==> src/rtl/hsf_pkg.sv <==
// ----------------------------------------------------------------------------
// hsf_pkg
// Shared types and constants for the Hann smoothing filter.
// ----------------------------------------------------------------------------
package hsf_pkg;

  // Delay line depth and derived widths
  localparam int MAX_WINDOW = 1024;
  localparam int PTR_W      = $clog2(MAX_WINDOW);
  localparam int WS_W       = 11;
  localparam int SIZE_W     = (PTR_W + 1 > WS_W) ? PTR_W + 1 : WS_W;

  // Field widths
  localparam int SAMPLE_W = 16;
  localparam int FRAC_W   = 16;
  localparam int SUM_W    = 48;
  localparam int TOT_W    = 27;
  localparam int COEF_W   = 32;
  localparam int INV_W    = 31;
  localparam int DIFF_W   = 49;

  // Shared multiplier: operands split at SPLIT bits
  localparam int SPLIT  = 24;
  localparam int PP_A_W = 25;
  localparam int PP_B_W = 32;
  localparam int PP_W   = PP_A_W + PP_B_W;
  localparam int ACC_W  = 80;

  localparam int ROT_SHIFT = 30;
  localparam int OUT_SHIFT = 47;
  localparam int Y_W       = ACC_W - OUT_SHIFT;

  localparam logic [ACC_W-1:0] RND_ROT = ACC_W'(1) << (ROT_SHIFT - 1);
  localparam logic [ACC_W-1:0] RND_OUT = ACC_W'(1) << (OUT_SHIFT - 1);

  // APB register map
  localparam int DATA_W = 32;
  localparam int ADDR_W = 4;
  localparam logic [1:0] REG_WINDOW_SIZE = 2'd0;
  localparam logic [1:0] REG_SIN_STEP    = 2'd1;
  localparam logic [1:0] REG_COS_STEP    = 2'd2;
  localparam logic [1:0] REG_INV_NORM    = 2'd3;

  localparam logic [WS_W-1:0]          RST_WINDOW_SIZE = WS_W'(128);
  localparam logic signed [COEF_W-1:0] RST_SIN_STEP    = -32'sd52281000;
  localparam logic signed [COEF_W-1:0] RST_COS_STEP    = 32'sd1072468500;
  localparam logic [INV_W-1:0]         RST_INV_NORM    = INV_W'(16647160);

  typedef logic signed [SAMPLE_W-1:0] sample_t;

  typedef struct packed {
    logic [WS_W-1:0]          window_size;
    logic signed [COEF_W-1:0] sin_step;
    logic signed [COEF_W-1:0] cos_step;
    logic [INV_W-1:0]         inv_norm;
  } cfg_t;

  // Partial product selection for the shared multiplier
  typedef enum logic [3:0] {
    PP_SHI_COS,
    PP_SLO_COS,
    PP_CHI_SIN,
    PP_CLO_SIN,
    PP_SHI_SIN,
    PP_SLO_SIN,
    PP_CHI_COS,
    PP_CLO_COS,
    PP_DHI_INV,
    PP_DLO_INV
  } pp_sel_e;

  typedef struct packed {
    logic    load;       // item accepted: delay line access, phasor add
    logic    mul_en;     // launch partial product
    pp_sel_e mul_sel;
    logic    acc_add;    // accumulate registered partial product
    logic    acc_start;  // accumulator restarts from rounding constant
    logic    rnd_out;    // rounding constant of the output scaling
    logic    save_ns;    // capture rotated sine sum
    logic    commit;     // update sums and running total
    logic    diff_en;    // form total minus cosine sum
    logic    out_load;   // load saturated result
  } cmd_t;

endpackage

==> src/rtl/hsf_ctrl.sv <==
// ----------------------------------------------------------------------------
// hsf_ctrl
// Sequencer: steps the shared multiplier through the phasor rotation and
// the output scaling, then hands the result to the output register.
// ----------------------------------------------------------------------------
module hsf_ctrl (
  input  logic          clk_i,
  input  logic          rst_ni,
  input  logic          in_valid_i,
  output logic          in_ready_o,
  output logic          out_valid_o,
  input  logic          out_ready_i,
  output hsf_pkg::cmd_t cmd_o
);
  import hsf_pkg::*;

  localparam logic [1:0] ST_IDLE = 2'd0;
  localparam logic [1:0] ST_RUN  = 2'd1;
  localparam logic [1:0] ST_DONE = 2'd2;

  localparam logic [3:0] STEP_FIRST = 4'd1;
  localparam logic [3:0] STEP_LAST  = 4'd14;

  logic [1:0] state_q, state_d;
  logic [3:0] step_q, step_d;
  logic       out_valid_q, out_valid_d;
  logic       accept;
  cmd_t       cmd;

  assign in_ready_o  = (state_q == ST_IDLE);
  assign accept      = in_valid_i && in_ready_o;
  assign out_valid_o = out_valid_q;
  assign cmd_o       = cmd;

  always_comb begin
    state_d     = state_q;
    step_d      = step_q;
    out_valid_d = out_valid_q && !out_ready_i;
    cmd         = '0;
    cmd.mul_sel = PP_SHI_COS;

    unique case (state_q)
      ST_IDLE: begin
        if (accept) begin
          cmd.load = 1'b1;
          state_d  = ST_RUN;
          step_d   = STEP_FIRST;
        end
      end
      ST_RUN: begin
        step_d = step_q + 4'd1;
        // each partial product is accumulated in the step after its launch
        unique case (step_q)
          4'd1: begin
            cmd.mul_en = 1'b1; cmd.mul_sel = PP_SHI_COS;
          end
          4'd2: begin
            cmd.mul_en = 1'b1; cmd.mul_sel = PP_SLO_COS; cmd.acc_start = 1'b1;
          end
          4'd3: begin
            cmd.mul_en = 1'b1; cmd.mul_sel = PP_CHI_SIN; cmd.acc_add = 1'b1;
          end
          4'd4: begin
            cmd.mul_en = 1'b1; cmd.mul_sel = PP_CLO_SIN; cmd.acc_add = 1'b1;
          end
          4'd5: begin
            cmd.mul_en = 1'b1; cmd.mul_sel = PP_SHI_SIN; cmd.acc_add = 1'b1;
          end
          4'd6: begin
            cmd.mul_en  = 1'b1; cmd.mul_sel = PP_SLO_SIN; cmd.acc_start = 1'b1;
            cmd.save_ns = 1'b1;
          end
          4'd7: begin
            cmd.mul_en = 1'b1; cmd.mul_sel = PP_CHI_COS; cmd.acc_add = 1'b1;
          end
          4'd8: begin
            cmd.mul_en = 1'b1; cmd.mul_sel = PP_CLO_COS; cmd.acc_add = 1'b1;
          end
          4'd9:  cmd.acc_add = 1'b1;
          4'd10: cmd.commit  = 1'b1;
          4'd11: cmd.diff_en = 1'b1;
          4'd12: begin
            cmd.mul_en = 1'b1; cmd.mul_sel = PP_DHI_INV;
          end
          4'd13: begin
            cmd.mul_en    = 1'b1; cmd.mul_sel = PP_DLO_INV;
            cmd.acc_start = 1'b1; cmd.rnd_out = 1'b1;
          end
          STEP_LAST: begin
            cmd.acc_add = 1'b1;
            state_d     = ST_DONE;
          end
          default: state_d = ST_IDLE;
        endcase
      end
      ST_DONE: begin
        if (!out_valid_q || out_ready_i) begin
          cmd.out_load = 1'b1;
          out_valid_d  = 1'b1;
          state_d      = ST_IDLE;
        end
      end
      default: state_d = ST_IDLE;
    endcase
  end

  always_ff @(posedge clk_i or negedge rst_ni) begin
    if (!rst_ni) begin
      state_q     <= ST_IDLE;
      step_q      <= '0;
      out_valid_q <= 1'b0;
    end else begin
      state_q     <= state_d;
      step_q      <= step_d;
      out_valid_q <= out_valid_d;
    end
  end

endmodule

==> config.mk <==
export PLATFORM = sky130hd
export DESIGN_NAME = hsf_ctrl
export DESIGN_NICKNAME = d
export VERILOG_FILES = /design/src/rtl/hsf_pkg.sv /design/src/rtl/hsf_ctrl.sv
export SDC_FILE = /design/constraint.sdc
export NUM_CORES = 1
export LEC_CHECK = 0
export BUFFER_PORTS_ARGS = -buffer_cell sky130_fd_sc_hd__buf_2
export CAP_MARGIN = 30
export CORE_MARGIN = 2
export CORE_UTILIZATION = 44
export DETAILED_ROUTE_END_ITERATION = 10
export PLACE_DENSITY_LB_ADDON = 0.1
export SETUP_SLACK_MARGIN = 0.02
export SKIP_LAST_GASP = 1
export SLEW_MARGIN = 30
export SYNTH_ARGS = -nofsm -noshare
export SYNTH_HDL_FRONTEND = slang
export SYNTH_SLANG_ARGS = --single-unit
==> constraint.sdc <==
create_clock -name clk_i -period 1.53 [get_ports clk_i]
set_input_delay 0 -clock clk_i [delete_from_list [all_inputs] [get_ports clk_i]]
set_output_delay 0 -clock clk_i [all_outputs]
set_load 0.02 [all_outputs]
Word-level counts from Yosys, hierarchy flattened
Index checks and enable logic that the tools add are counted.
{ "totals": {"regBits": 7, "latch_bits": 0, "ram_bits": 0, "mem_bits_ro": 0, "input_bits": 4, "output_inout_bits": 15, "wordCells": 55, "mem_count": 0} }
{ "classes": {"n_addsub": 1, "n_mul": 0, "div_mod_pow": 0, "n_lt_le_gt_ge": 0, "eq_ne": 19, "n_shift": 0, "muxes": 20, "bitwise": 0, "reduce_logical": 12} }
{ "ops": {"columns": ["op", "n"], "rows": [
  ["$pmux W5 S10", 1],
  ["$eq A4 B4 Y1 const B", 7],
  ["$eq A4 B3 Y1 const B", 4],
  ["$reduce_or A13 Y1", 1],
  ["$mux W1", 12],
  ["$mux W11", 1],
  ["$eq A4 B2 Y1 const B", 2],
  ["$pmux W4 S2", 1],
  ["$reduce_or A7 Y1", 1],
  ["$pmux W2 S3", 1],
  ["$add A4 B1 Y4 const B", 1],
  ["$eq A4 B1 Y1 const B", 1],
  ["$mux W2", 2],
  ["$mux W4", 1],
  ["$ne A2 B2 Y1 const B", 2],
  ["$pmux W2 S2", 1],
  ["$reduce_and A3 Y1", 1],
  ["$reduce_or A3 Y1", 1],
  ["$eq A2 B1 Y1 const B", 1],
  ["$eq A2 B2 Y1 const B", 1],
  ["$logic_and A1 B1 Y1", 2],
  ["$logic_not A1 Y1", 2],
  ["$logic_not A2 Y1", 1],
  ["$ne A2 B1 Y1 const B", 1],
  ["3 further kinds", 3]
]} }

Depth between registers and ports, before layout
{ "depth": {"depth_word": 4, "depth_mapped": 5} }

Worst setup path before layout
Ideal clock, no wire load.
{ "synth_timing": {"path_type": "flip-flop to flip-flop", "from": "register step_q[0]", "to": "register state_q[0]", "setup_ps": 121, "t_arrival_ps": 1538, "required_ps": 1409, "slack_ps": -129, "path_stages_with_launch": 6, "path_buffers": 0, "synth_period_minus_slack_ps": 1659, "cell_sequence": "dfrtp_1 > inv_1 > ha_1 > or3_1 > a311o_1 > o22a_1"} }
{ "synth_between": {"elab_chain_len": 4, "word_cells_on_any_way": 16, "classes_between": "14 x eq/ne; 2 x reduce/logical"} }
{ "synth_rtl": {"columns": ["item", "line_no", "rtl"], "rows": [
  ["start, declared", "hsf_ctrl.sv:25", "logic [3:0] step_q, step_d;"],
  ["start signal, assigned", "hsf_ctrl.sv:114", "step_q <= step_d;"],
  ["$eq A4 B4 Y1, or another cell as far along", "hsf_ctrl.sv:53", "unique case (step_q)"],
  ["$reduce_or A13 Y1 (no line) *", null, null],
  ["$ne A2 B2 Y1 (no line) *", null, null],
  ["$reduce_and A3 Y1 (no line) *", null, null],
  ["end signal, assigned", "hsf_ctrl.sv:113", "state_q <= state_d;"],
  ["end, declared", "hsf_ctrl.sv:24", "logic [1:0] state_q, state_d;"]
]} }
Every way passes the cells marked *; elsewhere a longest branch is shown, timed or not.
A chain may end at the register's enable or synchronous reset.

==> results.sh <==
export IMPL_synthesis_nets=83
export IMPL_cts_tree="yes"
export IMPL_num_fill_cells=82
export IMPL_maxCapViolations=0
export IMPL_postRouteAntennaNets=0
export IMPL_synth_top_family_by_area="simple AND/OR/NAND/NOR gates"
export IMPL_crit_end="cmd_o[7]"
export IMPL_cts_buffer_depth=2
export IMPL_synth_seq_cells=7
export IMPL_dpl_hpwl_microns=1260
export IMPL_r2r_slack_ps=-130
export IMPL_cts_sinks=7
export IMPL_synth_fa_ha_area_share_pct=10.1
export IMPL_synth_compound_area_share_pct=17.5
export IMPL_period_share_pct=112
export IMPL_hold_viol=0
export IMPL_final_max_slew_viol_count=0
export IMPL_core_sq_mm=0.00132
export IMPL_wire_per_inst_microns=15.2
export IMPL_synthMuxAreaShare_pct=0
export IMPL_cp_cell_sequence="inv_2 > ha_4 > buf_6 > nor3_2 > or3_4 > a32oi_2 > buf_4"
export IMPL_netlist_area_sq_um=622
export IMPL_r2r_cells=6
export IMPL_synth_xor_area_share_pct=4.23
export IMPL_path_max_fanout=4
export IMPL_grt_pass1_vias=717
export IMPL_min_path_type="in2reg"
export IMPL_totalWireLength_microns=2030
export IMPL_num_io_pins=19
export IMPL_yosysWarnings=0
export IMPL_rsz0062_at_grt="yes"
export IMPL_path_class="reg2out"
export IMPL_clkTransAtPathRegs_ps=50
export IMPL_dieArea_sq_mm=0.00173
export IMPL_slew_limit_headroom_pct=83.3
export IMPL_status="complete, but fails checks"
export IMPL_finalWeightedCongestion=0.810
export IMPL_grt_pass1_wl_microns=3180
export IMPL_setup_viol=11
export IMPL_crit_arrival_ps=1710
export IMPL_cp_end_kind="output port"
export IMPL_worst_slack_ps=-178
export IMPL_io_buffers=18
export IMPL_cts_htree_levels=1
export IMPL_clk_insertion_delay_late_ps=240
export IMPL_firstDrtPassIters=4
export IMPL_tns_ps=-961
export IMPL_max_stage_delay_ps=420
export IMPL_power_density_mw_per_mm2=2080
export IMPL_vias_per_cell=5.50
export IMPL_grt_max_degree=12
export IMPL_dr_total_vias=737
export IMPL_layout_min_cycle_time_ps=1710
export IMPL_r2r_start="step_q[0]$_DFFE_PN0P_"
export IMPL_floorplan_rows=13
export IMPL_drive_above_1_share_pct=63.0
export IMPL_initial_core_util_pct=47.2
export IMPL_power_leakage_nw=0.529
export IMPL_antenna_found_initial=0
export IMPL_remaining_drc_errors=0
export IMPL_power_w=0.00231
export IMPL_synth_cell_types=30
export IMPL_syn_inst=74
export IMPL_die_y_microns=41.6
export IMPL_cts_buffers=3
export IMPL_critPathLaunchType="flip-flop"
export IMPL_yosysSeqAreaShare_pct=28.2
export IMPL_syn_avg_cell_area_sq_um=8.40
export IMPL_violations="setup timing"
export IMPL_clock_skew_ps=7.87
export IMPL_worst_path_max_delay_cell="dfrtp_2"
export IMPL_max_freq_mhz=585
export IMPL_diodes=0
export IMPL_ir_drop_mv=1.84
export IMPL_worst_pin_slew_ps=251
export IMPL_areaGrowthSynthToFinish_pct=78.7
export IMPL_grt_use_total_pct=23.8
export IMPL_layout_nets=129
export IMPL_drt_iter0_drc=21
export IMPL_die_x_microns=41.6
export IMPL_required_ps=1530
export IMPL_grt_overflow=0
export IMPL_crit_start="step_q[0]$_DFFE_PN0P_"
export IMPL_yosys_area_share_simple_pct=34.0
export IMPL_cts_root_buf="clkbuf_4"
export IMPL_r2r_end="state_q[0]$_DFFE_PN0P_"
==> final cells by class <==
cell class	count	area [sq um]	share of cell area [%]
multi-input cells	60	551	49.5
inverters	3	11.3	1.01
flip-flops and latches	7	181	16.3
repair buffers	45	323	29.1
clock buffers	4	26.3	2.36
well taps	15	18.8	1.69
==> power breakdown <==
part	total (W)	switching, W	internal [W]
logic	0.00178	0.000870	0.000907
clock network	0.000160	0.0000613	0.0000991
registers	0.000376	0.000118	0.000257
total	0.00231	0.00105	0.00126
==> routing by layer <==
metal	track usage, %	vias up	part of all wire, %
met5	0	-	0
met4	9.68	0	1.6
met3	2.61	6	3.5
met2	40.6	24	53
met1	30.3	354	42
li1	-	353	-
==> what timing repair did <==
item / CTS / global route
gates resized for setup: 27 / 15
hold buffers: 1 / 0
pin swaps: 5 / 4
buffers inserted: 8 / 1
endpoints found under the setup margin: 12 / 13
hold endpoints to repair: 7 / 0
==> state kept, by name (all words and copies together), names as in the netlist <==
name         flops
step_q           4
state_q          2
out_valid_o      1
==> cell usage after synthesis <==
master | instances | share of area, %
nor2_1 | 5 | 3.0
nand4b_1 | 1 | 1.4
nand3_1 | 3 | 2.4
and2_1 | 1 | 1.0
nand2_1 | 4 | 2.4
nand2b_1 | 6 | 6.0
o22a_1 | 1 | 1.4
and3_1 | 1 | 1.0
a31oi_1 | 2 | 2.0
or3_1 | 2 | 2.0
inv_1 | 3 | 1.8
dfrtp_1 | 7 | 28
buf_2 | 3 | 2.4
a2bb2oi_1 | 1 | 1.4
and3b_1 | 1 | 1.4
nor3b_2 | 1 | 2.0
and4_1 | 1 | 1.4
nor2b_1 | 7 | 7.0
buf_6 | 1 | 1.8
a21oi_1 | 4 | 3.2
o31ai_1 | 1 | 1.2
o2111ai_1 | 1 | 1.4
a32oi_1 | 1 | 1.4
o22ai_1 | 3 | 3.0
nor3_1 | 2 | 1.6
nand3b_1 | 1 | 1.2
ha_1 | 5 | 10
a311o_1 | 1 | 1.6
o21ai_0 | 1 | 0.80
xor2_1 | 3 | 4.2
==> metrics by stage <==
step	area (sq um)	util (%)	hold slack (ps)	worst slack (ps)	instances
global route	1110	84.3	86.1	-270	134
CTS	1050	79.6	50.4	-217	133
floorplan	632	-	-296	-90.2	74
detailed placement	850	64.5	-162	-96.3	121
global placement	850	64.5	-165	-42.5	121
finish	1110	84.3	64.4	-178	134
==> worst max-delay path, delay by kind of cell, from the launching register on <==
kind                     cells  cell delay (ps)
flip-flops                   1              420
AND/OR/NAND/NOR              2              370
adder cells (fa/ha/maj)      1              130
AO/OA/AOI/OAI                1              210
buffers and inverters        3              340
==> cells by family after synthesis <==
logic type	Yosys count
compound gates	16
simple gates	36
xor+xnor	3
flops	7
fa+ha+maj	5
buf+inv	7
==> cells in the final DEF, fill, tap and decap left out, types with 2 or more instances in the layout <==
cell	netlist	final
o22ai_1	3	2
nand2b_1	6	6
nand3_1	3	2
nor2b_4	0	2
xor2_1	3	2
clkbuf_4	0	3
ha_4	0	4
dfrtp_1	7	2
a21oi_1	4	3
nand2_1	4	4
inv_2	0	2
buf_4	0	27
nor2b_1	7	4
buf_6	1	4
nor2_1	5	5
dfrtp_2	0	5
buf_2	3	13
==> worst min path at each step <==
stage	cells past startpoint	slack (ps)	end	from
2_1_floorplan	0	-300	out_valid_o$_DFF_PN0_	rst_ni
3_3_place_gp	1	-170	step_q[2]$_DFFE_PN0P_	rst_ni
3_5_place_dp	1	-160	step_q[2]$_DFFE_PN0P_	rst_ni
4_1_cts	3	50	out_valid_o$_DFF_PN0_	out_ready_i
5_1_grt	3	90	out_valid_o$_DFF_PN0_	out_ready_i
6_report	3	60	out_valid_o$_DFF_PN0_	out_ready_i
No activity file was read; power rests on OpenSTA's default activity.
