## config.mk

```make
export PLATFORM = sky130hd
export DESIGN_NAME = hsf_regs
export DESIGN_NICKNAME = d
export VERILOG_FILES = /design/src/rtl/hsf_pkg.sv /design/src/rtl/hsf_regs.sv
export SDC_FILE = /design/constraint.sdc
export NUM_CORES = 1
export LEC_CHECK = 0
export BUFFER_PORTS_ARGS = -buffer_cell sky130_fd_sc_hd__clkbuf_2
export CAP_MARGIN = 10
export CORE_MARGIN = 5
export CORE_UTILIZATION = 42
export CTS_CLUSTER_SIZE = 20
export DETAILED_ROUTE_END_ITERATION = 16
export PLACE_DENSITY = 0.78
export SKIP_CTS_REPAIR_TIMING = 1
export SYNTH_ARGS = -nofsm -noshare
export SYNTH_HDL_FRONTEND = slang
export SYNTH_SLANG_ARGS = --single-unit
```

## constraint.sdc

```tcl
create_clock -name clk_i -period 4.7 [get_ports clk_i]
set_input_delay 0.94 -clock clk_i [delete_from_list [all_inputs] [get_ports clk_i]]
set_output_delay 0.94 -clock clk_i [all_outputs]
set_load 0.005 [all_outputs]
```

## src/rtl/hsf_pkg.sv

```systemverilog
// ----------------------------------------------------------------------------
// hsf_pkg
// Shared types and constants for the Hann smoothing filter.
// ----------------------------------------------------------------------------
package hsf_pkg;

  // Delay line depth and derived widths
  localparam int MAX_WINDOW = 1024;
  localparam int PTR_W      = $clog2(MAX_WINDOW);
  localparam int WS_W       = 11;
  localparam int SIZE_W     = (PTR_W + 1 > WS_W) ? PTR_W + 1 : WS_W;

  // Field widths
  localparam int SAMPLE_W = 16;
  localparam int FRAC_W   = 16;
  localparam int SUM_W    = 48;
  localparam int TOT_W    = 27;
  localparam int COEF_W   = 32;
  localparam int INV_W    = 31;
  localparam int DIFF_W   = 49;

  // Shared multiplier: operands split at SPLIT bits
  localparam int SPLIT  = 24;
  localparam int PP_A_W = 25;
  localparam int PP_B_W = 32;
  localparam int PP_W   = PP_A_W + PP_B_W;
  localparam int ACC_W  = 80;

  localparam int ROT_SHIFT = 30;
  localparam int OUT_SHIFT = 47;
  localparam int Y_W       = ACC_W - OUT_SHIFT;

  localparam logic [ACC_W-1:0] RND_ROT = ACC_W'(1) << (ROT_SHIFT - 1);
  localparam logic [ACC_W-1:0] RND_OUT = ACC_W'(1) << (OUT_SHIFT - 1);

  // APB register map
  localparam int DATA_W = 32;
  localparam int ADDR_W = 4;
  localparam logic [1:0] REG_WINDOW_SIZE = 2'd0;
  localparam logic [1:0] REG_SIN_STEP    = 2'd1;
  localparam logic [1:0] REG_COS_STEP    = 2'd2;
  localparam logic [1:0] REG_INV_NORM    = 2'd3;

  localparam logic [WS_W-1:0]          RST_WINDOW_SIZE = WS_W'(128);
  localparam logic signed [COEF_W-1:0] RST_SIN_STEP    = -32'sd52281000;
  localparam logic signed [COEF_W-1:0] RST_COS_STEP    = 32'sd1072468500;
  localparam logic [INV_W-1:0]         RST_INV_NORM    = INV_W'(16647160);

  typedef logic signed [SAMPLE_W-1:0] sample_t;

  typedef struct packed {
    logic [WS_W-1:0]          window_size;
    logic signed [COEF_W-1:0] sin_step;
    logic signed [COEF_W-1:0] cos_step;
    logic [INV_W-1:0]         inv_norm;
  } cfg_t;

  // Partial product selection for the shared multiplier
  typedef enum logic [3:0] {
    PP_SHI_COS,
    PP_SLO_COS,
    PP_CHI_SIN,
    PP_CLO_SIN,
    PP_SHI_SIN,
    PP_SLO_SIN,
    PP_CHI_COS,
    PP_CLO_COS,
    PP_DHI_INV,
    PP_DLO_INV
  } pp_sel_e;

  typedef struct packed {
    logic    load;       // item accepted: delay line access, phasor add
    logic    mul_en;     // launch partial product
    pp_sel_e mul_sel;
    logic    acc_add;    // accumulate registered partial product
    logic    acc_start;  // accumulator restarts from rounding constant
    logic    rnd_out;    // rounding constant of the output scaling
    logic    save_ns;    // capture rotated sine sum
    logic    commit;     // update sums and running total
    logic    diff_en;    // form total minus cosine sum
    logic    out_load;   // load saturated result
  } cmd_t;

endpackage

```

## src/rtl/hsf_regs.sv

```systemverilog
// ----------------------------------------------------------------------------
// hsf_regs
// APB configuration registers; a window size write restarts the filter.
// ----------------------------------------------------------------------------
module hsf_regs (
  input  logic                         clk_i,
  input  logic                         rst_ni,
  input  logic                         psel,
  input  logic                         penable,
  input  logic                         pwrite,
  input  logic [hsf_pkg::ADDR_W-1:0]   paddr,
  input  logic [hsf_pkg::DATA_W-1:0]   pwdata,
  output logic [hsf_pkg::DATA_W-1:0]   prdata,
  output logic                         pready,
  output hsf_pkg::cfg_t                cfg_o,
  output logic                         clear_o
);
  import hsf_pkg::*;

  cfg_t       cfg_q;
  logic       wr_en;
  logic [1:0] reg_idx;

  assign pready  = 1'b1;
  assign wr_en   = psel & penable & pwrite;
  assign reg_idx = paddr[ADDR_W-1:2];
  assign clear_o = wr_en && (reg_idx == REG_WINDOW_SIZE);
  assign cfg_o   = cfg_q;

  always_ff @(posedge clk_i or negedge rst_ni) begin
    if (!rst_ni) begin
      cfg_q.window_size <= RST_WINDOW_SIZE;
      cfg_q.sin_step    <= RST_SIN_STEP;
      cfg_q.cos_step    <= RST_COS_STEP;
      cfg_q.inv_norm    <= RST_INV_NORM;
    end else if (wr_en) begin
      unique case (reg_idx)
        REG_WINDOW_SIZE: cfg_q.window_size <= pwdata[WS_W-1:0];
        REG_SIN_STEP:    cfg_q.sin_step    <= pwdata[COEF_W-1:0];
        REG_COS_STEP:    cfg_q.cos_step    <= pwdata[COEF_W-1:0];
        REG_INV_NORM:    cfg_q.inv_norm    <= pwdata[INV_W-1:0];
      endcase
    end
  end

  always_comb begin
    unique case (reg_idx)
      REG_WINDOW_SIZE: prdata = DATA_W'(cfg_q.window_size);
      REG_SIN_STEP:    prdata = cfg_q.sin_step;
      REG_COS_STEP:    prdata = cfg_q.cos_step;
      REG_INV_NORM:    prdata = DATA_W'(cfg_q.inv_norm);
    endcase
  end

endmodule

```

After elaboration in Yosys (flattened, before gate mapping)

Index checks and enable logic that the tools add are counted.

Output and inout bits: 140
Register bits: 106

Reduce and logical (&&, ||, !) cells: 6
Equality and inequality tests: 3
Bitwise operators: 2
Muxes and demuxes: 1

Operators by type and width:

| cell               | count |
|---|---|
| $pmux 32 s4        | 1 |
| $reduce_and 2->1   | 4 |
| $eq 2x2->1 const B | 2 |
| $and 1x1->1        | 2 |
| $eq 2x1->1 const B | 1 |
| $logic_not 2->1    | 1 |
| $logic_and 1x1->1  | 1 |

Longest topological paths before layout

Gate-level depths: netlist of run 1.

Depth in word-level cells: 3
Depth in mapped cells: 6
Mapped depth without buffers: 3

Worst setup path before layout of run 1

No wires, ideal clock.

Kind: in2out
From: in paddr[2] (netlist bit)
To: out prdata[14] (netlist bit)
Arrival: 1.948 ns
Buffers on the path: 2
Stages on the path: 4
Slack: 1.812 ns
Cell sequence: buf_4 > clkbuf_1 > mux2_2 > a22o_1

Cells in the longest elaborated chain, start to end: 2
Elaborated cells between the ends (all ways): 5

RTL lines:

| element                                  | RTL line       | RTL |
|---|---|---|
| start: declaration                       | hsf_regs.sv:11 | `input logic [hsf_pkg::ADDR_W-1:0] paddr,` |
| $eq 2x2->1, or another cell as far along | hsf_regs.sv:47 | `unique case (reg_idx)` |
| $pmux 32 s4 (*)                          | hsf_regs.sv:47 |  |
| end: declaration                         | hsf_regs.sv:13 | `output logic [hsf_pkg::DATA_W-1:0] prdata,` |

Every way passes the cells marked *; elsewhere a longest branch is shown, timed or not.

Worst setup path in the final report of run 1

From: in paddr[2] (netlist bit)
To: out prdata[24] (netlist bit)

The elaborated chain is that of the path after synthesis.

==> impl_results.md, run 1 <==
* Max-slew violation count at 0
* Antenna Cells at 0
* Max VDD drop at 0.000289 V
* Core region area at 11,400 sq um
* CP arrival at 2.43 ns
* Clk pin slew, worst setup/hold paths at 0.06 ns
* Top cells by area, synth: dfrtp_1, dfstp_2, mux2_2
* Nets at 510
* Area occupied by multi-input gates at 2030 sq um
* Detail Placement HPWL at 8780 um
* Clock buffer depth at 2
* Root Buffer: clkbuf_16
* Fraction of the mapped netlist area in simple logic gates at 1.05%
* Synth warn at 0
* 1st-pass router iterations at 4
* Final Hold Fails at 0
* Post-synth EDFFs at 0
* Xor and xnor area share after synthesis at 0%
* Number of global-route vias before repair at 3,744
* Main combinational cell family by area after synthesis: multiplexers
* Synthesized net count at 339
* Die X-Extent at 118 um
* P per Cell Area at 473 nW/um^2
* Pleak at 3.04 nW
* Minimum clock period at 3.37 ns
* Reg-to-Reg End: cfg_o[29]
* Post-Syn Area per Cell at 16.4 sq um
* Final Util at 54.0%
* Post-synth top area cell: dfrtp_1
* Post-synthesis mux area share at 36.5%
* Sink Count at 106
* R2R setup slack at 3.89 ns
* Cell count after synthesis at 298
* Largest net degree at the start of global routing at 79
* Min Hold Slack at 0.535 ns
* Post-synthesis compound-gate area fraction at 3.59%
* Via count at 3,259
* Crit Path Class: primary input to output port
* Final Setup Violations at 0
* RR Startpoint: cfg_o[29]
* Std cell rows at 39
* RSZ-0062 raised after global routing: false
* Critical path endpoint category: output port
* WL final at 12,500 um
* Register bit total from synthesis at 106
* Worst Hold Class: flip-flop to flip-flop
* Post-synthesis adder-cell area fraction at 0%
* Area of the die at 13,900 sq um
* Htree depth at 3
* Startpoint types: primary input
* Sequential cell area at 2710 sq um
* Initial Util at 42.7%
* Status: complete, no violations
* Post-route ant nets at 0
* Vias per cell at 5.28
* # DRC at 0
* Pre-CTS setup slack at 1.27 ns
* Detailed Route Iter0 Violations at 89
* Share of cells above drive strength 1 at 81.2%
* Commonest cells post-synth: mux2_2, dfrtp_1, dfstp_2
* Avg WL per Cell at 20.3 um
* TritonCTS clock tree: yes
* Slew @ Worst Pin at 1.10 ns
* Die Y at 118 um
* CP required at 3.76 ns
* Seq/Total Area, Yosys at 55.6%
* Num CTS Buffers at 9
* Worst-Skew Late Latency at 0.34 ns
* Most frequent cell after synthesis: mux2_2
* Largest register FFs at 106
* Post-synth ARST share at 100%
* Initial antenna violation count at 0
* Synth Flop Type: dfrtp_1
* First-pass GRT wire length at 20,400 um
* Critical-path maximum fanout at 27
* Critical Path Start: paddr[2]
* Total GRT Usage at 18.4%
* F_max at 0.297 GHz
* Synth cell types at 22
* Post-route setup slack at 1.33 ns
* Mapped cell area at 4870 sq um
* Crit path to: prdata[24]
* Setup TNS at 0 ns
* P&R area growth vs syn at 26.5%
* Worst reg-to-reg path cell count at 1
* Synth top area share at 30.8%
* Routability cong. at 0.760
* Filler cells at 959
* Io pins at 181
* Final period util at 71.6%
* Total global routing overflow at 0
* Layout Skew at 0 ns
* I/O Buffers at 177
* Slew HR at 26.4%
* Max Cap Viol at 0
## per-stage QoR
| step | power (mW) | instances | cell area (sq um) |
|---|---|---|---|
| final | 2.92 | 617 | 6170 |
| after global routing | 3.09 | 617 | 6170 |
| after CTS | 2.96 | 617 | 6170 |
| after detailed placement | 2.16 | 601 | 5850 |
| after global placement | 2.12 | 601 | 5850 |
| after floorplan | 1.74 | 298 | 4870 |
## cells in the final DEF (no fill, tap or decap), drive strengths merged
| cell type | count |
|---|---|
| or2 | 1 |
| nand3 | 2 |
| mux2 | 126 |
| or3 | 1 |
| clkinvlp | 1 |
| buf | 7 |
| nor2b | 1 |
| clkinv | 2 |
| conb | 1 |
| dfrtp | 60 |
| nor2 | 1 |
| clkbuf | 188 |
| nor3 | 1 |
| dfstp | 46 |
| nand4 | 1 |
| inv | 1 |
| mux4 | 11 |
| bufinv | 1 |
| a22o | 20 |
| nand2 | 2 |
## where the power goes
part | switching [mW] | internal (mW)
registers | 0.174 | 1.20
clock network | 0.326 | 0.458
logic | 0.290 | 0.474
total | 0.791 | 2.13
## worst min-delay path by stage
stage                     startpoint        end  slack (ns)  cells past startpoint
final                      cfg_o[99]  cfg_o[99]        0.54                      1
after floorplan            cfg_o[29]  cfg_o[29]        0.51                      1
after global placement     cfg_o[95]  cfg_o[95]        0.51                      1
after global routing       cfg_o[25]  cfg_o[25]        0.56                      1
after CTS                  cfg_o[99]  cfg_o[99]        0.54                      1
after detailed placement   cfg_o[99]  cfg_o[99]        0.52                      1
## cell families (layout without fill, tap and decap cells)
logic type | Yosys count | in the layout
multiplexers | 137 | 137
buffers and inverters | 24 | 200
flip-flops | 106 | 106
other | 1 | 1
AND/OR/NAND/NOR | 10 | 10
AO/OA/AOI/OAI | 20 | 20
## area by class of cell
cell class	instances	share of cell area [%]
multi-input cells	168	32.8
well taps	143	2.90
inverters	1	0.0609
repair buffers	183	15.1
clock buffers	12	4.34
flip-flops and latches	106	43.9
clock inverters	4	0.771
## critical path: stages
cell and delay, ns:
clkbuf_2 0.27, buf_4 0.49, mux2_2 0.39, a22o_1 0.22, clkbuf_2 0.11
## per-layer routing
metal / vias up / track usage (%) / share of wire (%)
met5: - / 0 / 0
met4: 0 / 6.81 / 1.6
met3: 15 / 6.05 / 8.2
met2: 141 / 30.5 / 48
met1: 1659 / 22.3 / 42
li1: 1444 / - / -
No activity file was read; power rests on OpenSTA's default activity.
==> run 2: changes to the inputs <==
- ABC_AREA: default -> 1
- PLACE_DENSITY: 0.78 -> 0.8
- clock period: 4.7 -> 2.9 ns (I/O delays scaled with it)
==> run 2 against run 1 <==
  * Wire length rose by 20%
  * Power up 48%
  * Cell area up 1.1%
  * Largest cell class unchanged
==> impl_results.md, run 2 <==
* Critical Path Start: paddr[3]
* Via count at 4,699
* Layout Skew at 0 ns
* Pleak at 3.48 nW
* Reg-to-Reg End: cfg_o[19]
* Critical path endpoint category: output port
* Most frequent cell after synthesis: nand2_1
* Std cell rows at 40
* Num CTS Buffers at 9
* P&R area growth vs syn at 23.2%
* Post-synth EDFFs at 0
* Max VDD drop at 0.000330 V
* Final Hold Fails at 0
* Crit path to: prdata[16]
* I/O Buffers at 177
* P per Cell Area at 693 nW/um^2
* Slew @ Worst Pin at 0.524 ns
* CP arrival at 1.69 ns
* RR Startpoint: cfg_o[19]
* Seq/Total Area, Yosys at 53.6%
* Routability cong. at 0.819
* Nets at 826
* Die X-Extent at 120 um
* Worst-Skew Late Latency at 0.34 ns
* Final period util at 78.3%
* CP cell instances: clkbuf_2 -> inv_4 -> nand2_4 -> inv_2 -> nand2_1 -> nand3_1 -> clkbuf_2
* Uppermost layer routed: met4
* Synth Flop Type: dfrtp_1
* Cell count after synthesis at 621
* Crit path max-delay cell type: inv_2
* Max-slew violation count at 0
* Crit-path most repeated cell: clkbuf_2
* Sink Count at 106
* Status: complete, no violations
* Total GRT Usage at 21.5%
* Worst reg-to-reg path cell count at 2
* Htree depth at 3
* Metal2 WL at 7500 um
* # DRC at 0
* Commonest cells post-synth: nand2_1, dfrtp_1, nand3_1
* Synth warn at 0
* Setup TNS at 0 ns
* Area of the die at 14,300 sq um
* Clock buffer depth at 2
* First-pass GRT wire length at 24,600 um
* 1st-pass router iterations at 5
* Vias per cell at 5.01
* Synth cell types at 19
* Min Hold Slack at 0.202 ns
* Number of global-route vias before repair at 4,605
* Synth top area share at 29.7%
* Post-synth top area cell: dfrtp_1
* Slew HR at 65.0%
* Post-Syn Area per Cell at 8.15 sq um
* Top cells by area, synth: dfrtp_1, nand2_1, dfstp_2
* Post-route ant nets at 0
* Initial antenna violation count at 0
* Detailed Route Iter0 Violations at 413
* Most frequent cells in the layout: nand2_1, clkbuf_2, dfrtp_1
* Most common cell after layout, fill and taps aside: nand2_1
* Largest register FFs at 106
* Detail Placement HPWL at 10,200 um
* Post-synth ARST share at 100%
* Crit Path Class: primary input to output port
* Critical-path maximum fanout at 22
* Met3 routed WL at 940 um
* Clk pin slew, worst setup/hold paths at 0.07 ns
* Slowest stage delay, CP at 0.34 ns
* Largest net degree at the start of global routing at 52
* R2R setup slack at 2.13 ns
* Share of cells above drive strength 1 at 36.7%
* Core region area at 11,900 sq um
* Initial Util at 42.5%
* Mapped cell area at 5060 sq um
* Total global routing overflow at 0
* Worst Hold Class: primary input to async pin
* Register bit total from synthesis at 106
* Synthesized net count at 662
* Antenna Cells at 0
* Io pins at 181
* TritonCTS clock tree: yes
* Startpoint types: primary input
* WL final at 15,000 um
* Minimum clock period at 2.27 ns
* RSZ-0062 raised after global routing: false
* CP required at 2.32 ns
* Root Buffer: clkbuf_16
* Final Setup Violations at 0
* Avg WL per Cell at 16.0 um
* F_max at 0.440 GHz
* Met1 wire length at 6310 um
* Max Cap Viol at 0
* Die Y at 120 um
## run 2: how the worst min path moves through the flow
stage,cells past startpoint,to,slack (ns)
CTS,1,cfg_o[1],0.20
finish,1,cfg_o[1],0.20
detailed placement,2,cfg_o[7],0.46
floorplan,0,cfg_o[0],0.28
global route,1,cfg_o[1],0.23
global placement,2,cfg_o[69],0.46
## run 2: area by class of cell
cell class / count / area [sq um]
Fill cell: 1129 / 5680
Sequential cell: 106 / 2710
Multi-Input combinational cell: 473 / 2020
Timing Repair Buffer: 189 / 1000
Clock buffer: 11 / 254
Tap cell: 147 / 184
Clock inverter: 5 / 35.0
Inverter: 6 / 27.5
## run 2: cells by family (layout without fill, tap and decap cells)
kind of cell,after synthesis,after routing,synth area share [%]
flops,106,106,53.6
other cells,1,1,0.0741
buf+inv,42,211,6.53
simple gates,472,472,39.8
## run 2: report_power, final
| group | leakage (nW) | switching (mW) | total (mW) | internal [mW] |
|---|---|---|---|---|
| logic | 2.09 | 0.505 | 0.953 | 0.449 |
| registers | 1.24 | 0.285 | 2.17 | 1.88 |
| clock network | 0.141 | 0.562 | 1.20 | 0.639 |
## run 2: through the flow
| stage | worst slack, ns | total power [mW] | instance area (sq um) | instances | util [%] |
|---|---|---|---|---|---|
| 2_1_floorplan | 1.11 | 2.56 | 5060 | 621 | - |
| 3_3_place_gp | 0.598 | 3.12 | 5940 | 921 | 49.9 |
| 3_5_place_dp | 0.586 | 3.16 | 5940 | 921 | 49.9 |
| 4_1_cts | 0.575 | 4.37 | 6230 | 937 | 52.3 |
| 5_1_grt | 0.472 | 4.58 | 6230 | 937 | 52.3 |
| 6_report | 0.629 | 4.32 | 6230 | 937 | 52.3 |
## run 2: layer usage
metal  GRT usage [%]  up-vias
met5               0        -
met4            7.30        0
met3            4.76       21
met2            36.3      182
met1            27.5     2252
li1                -     2244
## run 2: worst max-delay path, delay by kind of cell
| kind | cells | cell delay (ns) |
|---|---|---|
| buffers and inverters | 4 | 0.81 |
| and+or+nand+nor | 3 | 0.28 |
==> run 3: changes to the inputs <==
- clock period: 2.9 -> 2 ns (I/O delays scaled with it)
==> run 3 against run 2 <==
  * First-iteration DRC count is 14% lower
  * Register-to-register slack worse by 0.89 ns
  * Combinational power is 47% higher
  * Worst setup slack worse by 0.49 ns
  * Power is 49% higher
  * Highest routed layer unchanged
==> impl_results.md, run 3 (synthesis gave the netlist of run 2 again) <==
* Crit path to: prdata[15]
* Vias per cell at 4.94
* Number of global-route vias before repair at 4,603
* Nets at 831
* Slew HR at 62.8%
* Clock buffer depth at 2
* Initial antenna violation count at 0
* Layout Skew at 0 ns
* Clk pin slew, worst setup/hold paths at 0.07 ns
* Initial Util at 42.5%
* Placed Area at 6010 sq um
* Top delay family on crit path: buffers and inverters
* First-pass GRT wire length at 23,900 um
* Final Setup Violations at 0
* RSZ-0062 raised after global routing: false
* R2R setup slack at 1.24 ns
* CP arrival at 1.47 ns
* Pleak at 3.53 nW
* Area of the die at 14,300 sq um
* Status: complete, no violations
* Largest net degree at the start of global routing at 107
* Final Util at 53.2%
* Buf/Inv on CP at 5
* Most common cell after layout, fill and taps aside: nand2_1
* P per Cell Area at 1020 nW/um^2
* Pre-CTS setup slack at 0.138 ns
* Most frequent cells in the layout: nand2_1, clkbuf_2, dfrtp_1
* Share of cells above drive strength 1 at 37.1%
* Startpoint types: primary input
* Final Cell Area at 6330 sq um
* Max VDD drop at 0.000397 V
* # DRC at 0
* Io pins at 181
* Final period util at 93.3%
* Std cell rows at 40
* TritonCTS clock tree: yes
* Reg-to-Reg End: cfg_o[33]
* Die X-Extent at 120 um
* Detail Placement HPWL at 10,100 um
* Slew @ Worst Pin at 0.557 ns
* Root Buffer: clkbuf_16
* Sink Count at 106
* Crit Path Class: primary input to output port
* RR Startpoint: cfg_o[33]
* Slowest stage delay, CP at 0.23 ns
* F_max at 0.536 GHz
* Critical Path Start: paddr[3]
* Largest register FFs at 106
* CP cell instances: clkbuf_2 -> inv_4 -> nand2_4 -> inv_2 -> buf_12 -> nand2_1 -> nand3_1 -> clkbuf_2
* Max Cap Viol at 0
* Filler cells at 1,144
* Crit-path most repeated cell: clkbuf_2
* Routability cong. at 0.811
* 1st-pass router iterations at 5
* Area occupied by multi-input gates at 2020 sq um
* Post-route ant nets at 0
* Core region area at 11,900 sq um
* Total global routing overflow at 0
* Worst Hold Class: primary input to async pin
* Max-slew violation count at 0
* Via count at 4,655
* Worst-Skew Late Latency at 0.33 ns
* Total power draw at 6.46 mW
* Critical-path maximum fanout at 22
* Crit path max-delay cell type: inv_4
* P&R area growth vs syn at 25.2%
* Avg WL per Cell at 15.7 um
* Worst reg-to-reg path cell count at 2
* Setup TNS at 0 ns
* Die Y at 120 um
* Antenna Cells at 0
* I/O Buffers at 177
* Total GRT Usage at 20.9%
* Post-route setup slack at 0.135 ns
* Sequential cell area at 2710 sq um
* Detailed Route Iter0 Violations at 356
* Final Hold Fails at 0
* CP required at 1.60 ns
* Critical path endpoint category: output port
* WL final at 14,800 um
* Minimum clock period at 1.87 ns
* WP depth at 8
* Htree depth at 3
* Num CTS Buffers at 9
==> run 3: cell types whose count changed in the layout (fill, tap and decap cells not counted), sizes merged <==
cell | before | now
buf | 13 | 18
bufinv | 0 | 2
clkbuf | 187 | 186
clkinv | 2 | 1
clkinvlp | 1 | 0
inv | 8 | 9
==> run 3: metal layers <==
metal | share of wire (%) | vias up | GRT usage [%]
li1 | - | 2260 | -
met1 | 42 | 2198 | 27.3
met2 | 50 | 166 | 34.5
met3 | 5.8 | 31 | 3.91
met4 | 2.5 | 0 | 8.30
met5 | 0 | - | 0
==> run 3: final cells by class <==
| class | count | share of cell area [%] |
|---|---|---|
| Tap cell | 147 | 2.90 |
| Clock inverter | 6 | 1.54 |
| Inverter | 6 | 0.435 |
| Timing Repair Buffer | 194 | 16.8 |
| Clock buffer | 10 | 3.62 |
| Sequential cell | 106 | 42.8 |
| Multi-Input combinational cell | 473 | 31.9 |
==> run 3: worst min-delay path by stage <==
stage	startpoint	to	slack (ns)
2_1_floorplan	rst_ni	cfg_o[0]	0.10
3_3_place_gp	cfg_o[43]	cfg_o[43]	0.46
3_5_place_dp	cfg_o[8]	cfg_o[8]	0.46
4_1_cts	rst_ni	cfg_o[1]	0.15
5_1_grt	rst_ni	cfg_o[1]	0.17
6_report	rst_ni	cfg_o[2]	0.13
==> run 3: report_power, final <==
| part | internal (mW) | total (mW) | switching [mW] | leakage, nW |
|---|---|---|---|---|
| Clock | 1.12 | 1.91 | 0.796 | 0.160 |
| Combinational | 0.663 | 1.40 | 0.734 | 2.13 |
| Sequential | 2.73 | 3.15 | 0.419 | 1.24 |
==> run 3: worst reg2reg max path, cell delays in order, from the launching register on <==
cell     delay [ns]
dfstp_2        0.56
nand2_1        0.06
nand2_1        0.09
==> run 3: through the flow <==
stage	cells	hold slack, ns
finish	942	0.128
global route	942	0.173
global placement	926	0.459
CTS	942	0.153
detailed placement	926	0.462
floorplan	621	0.104
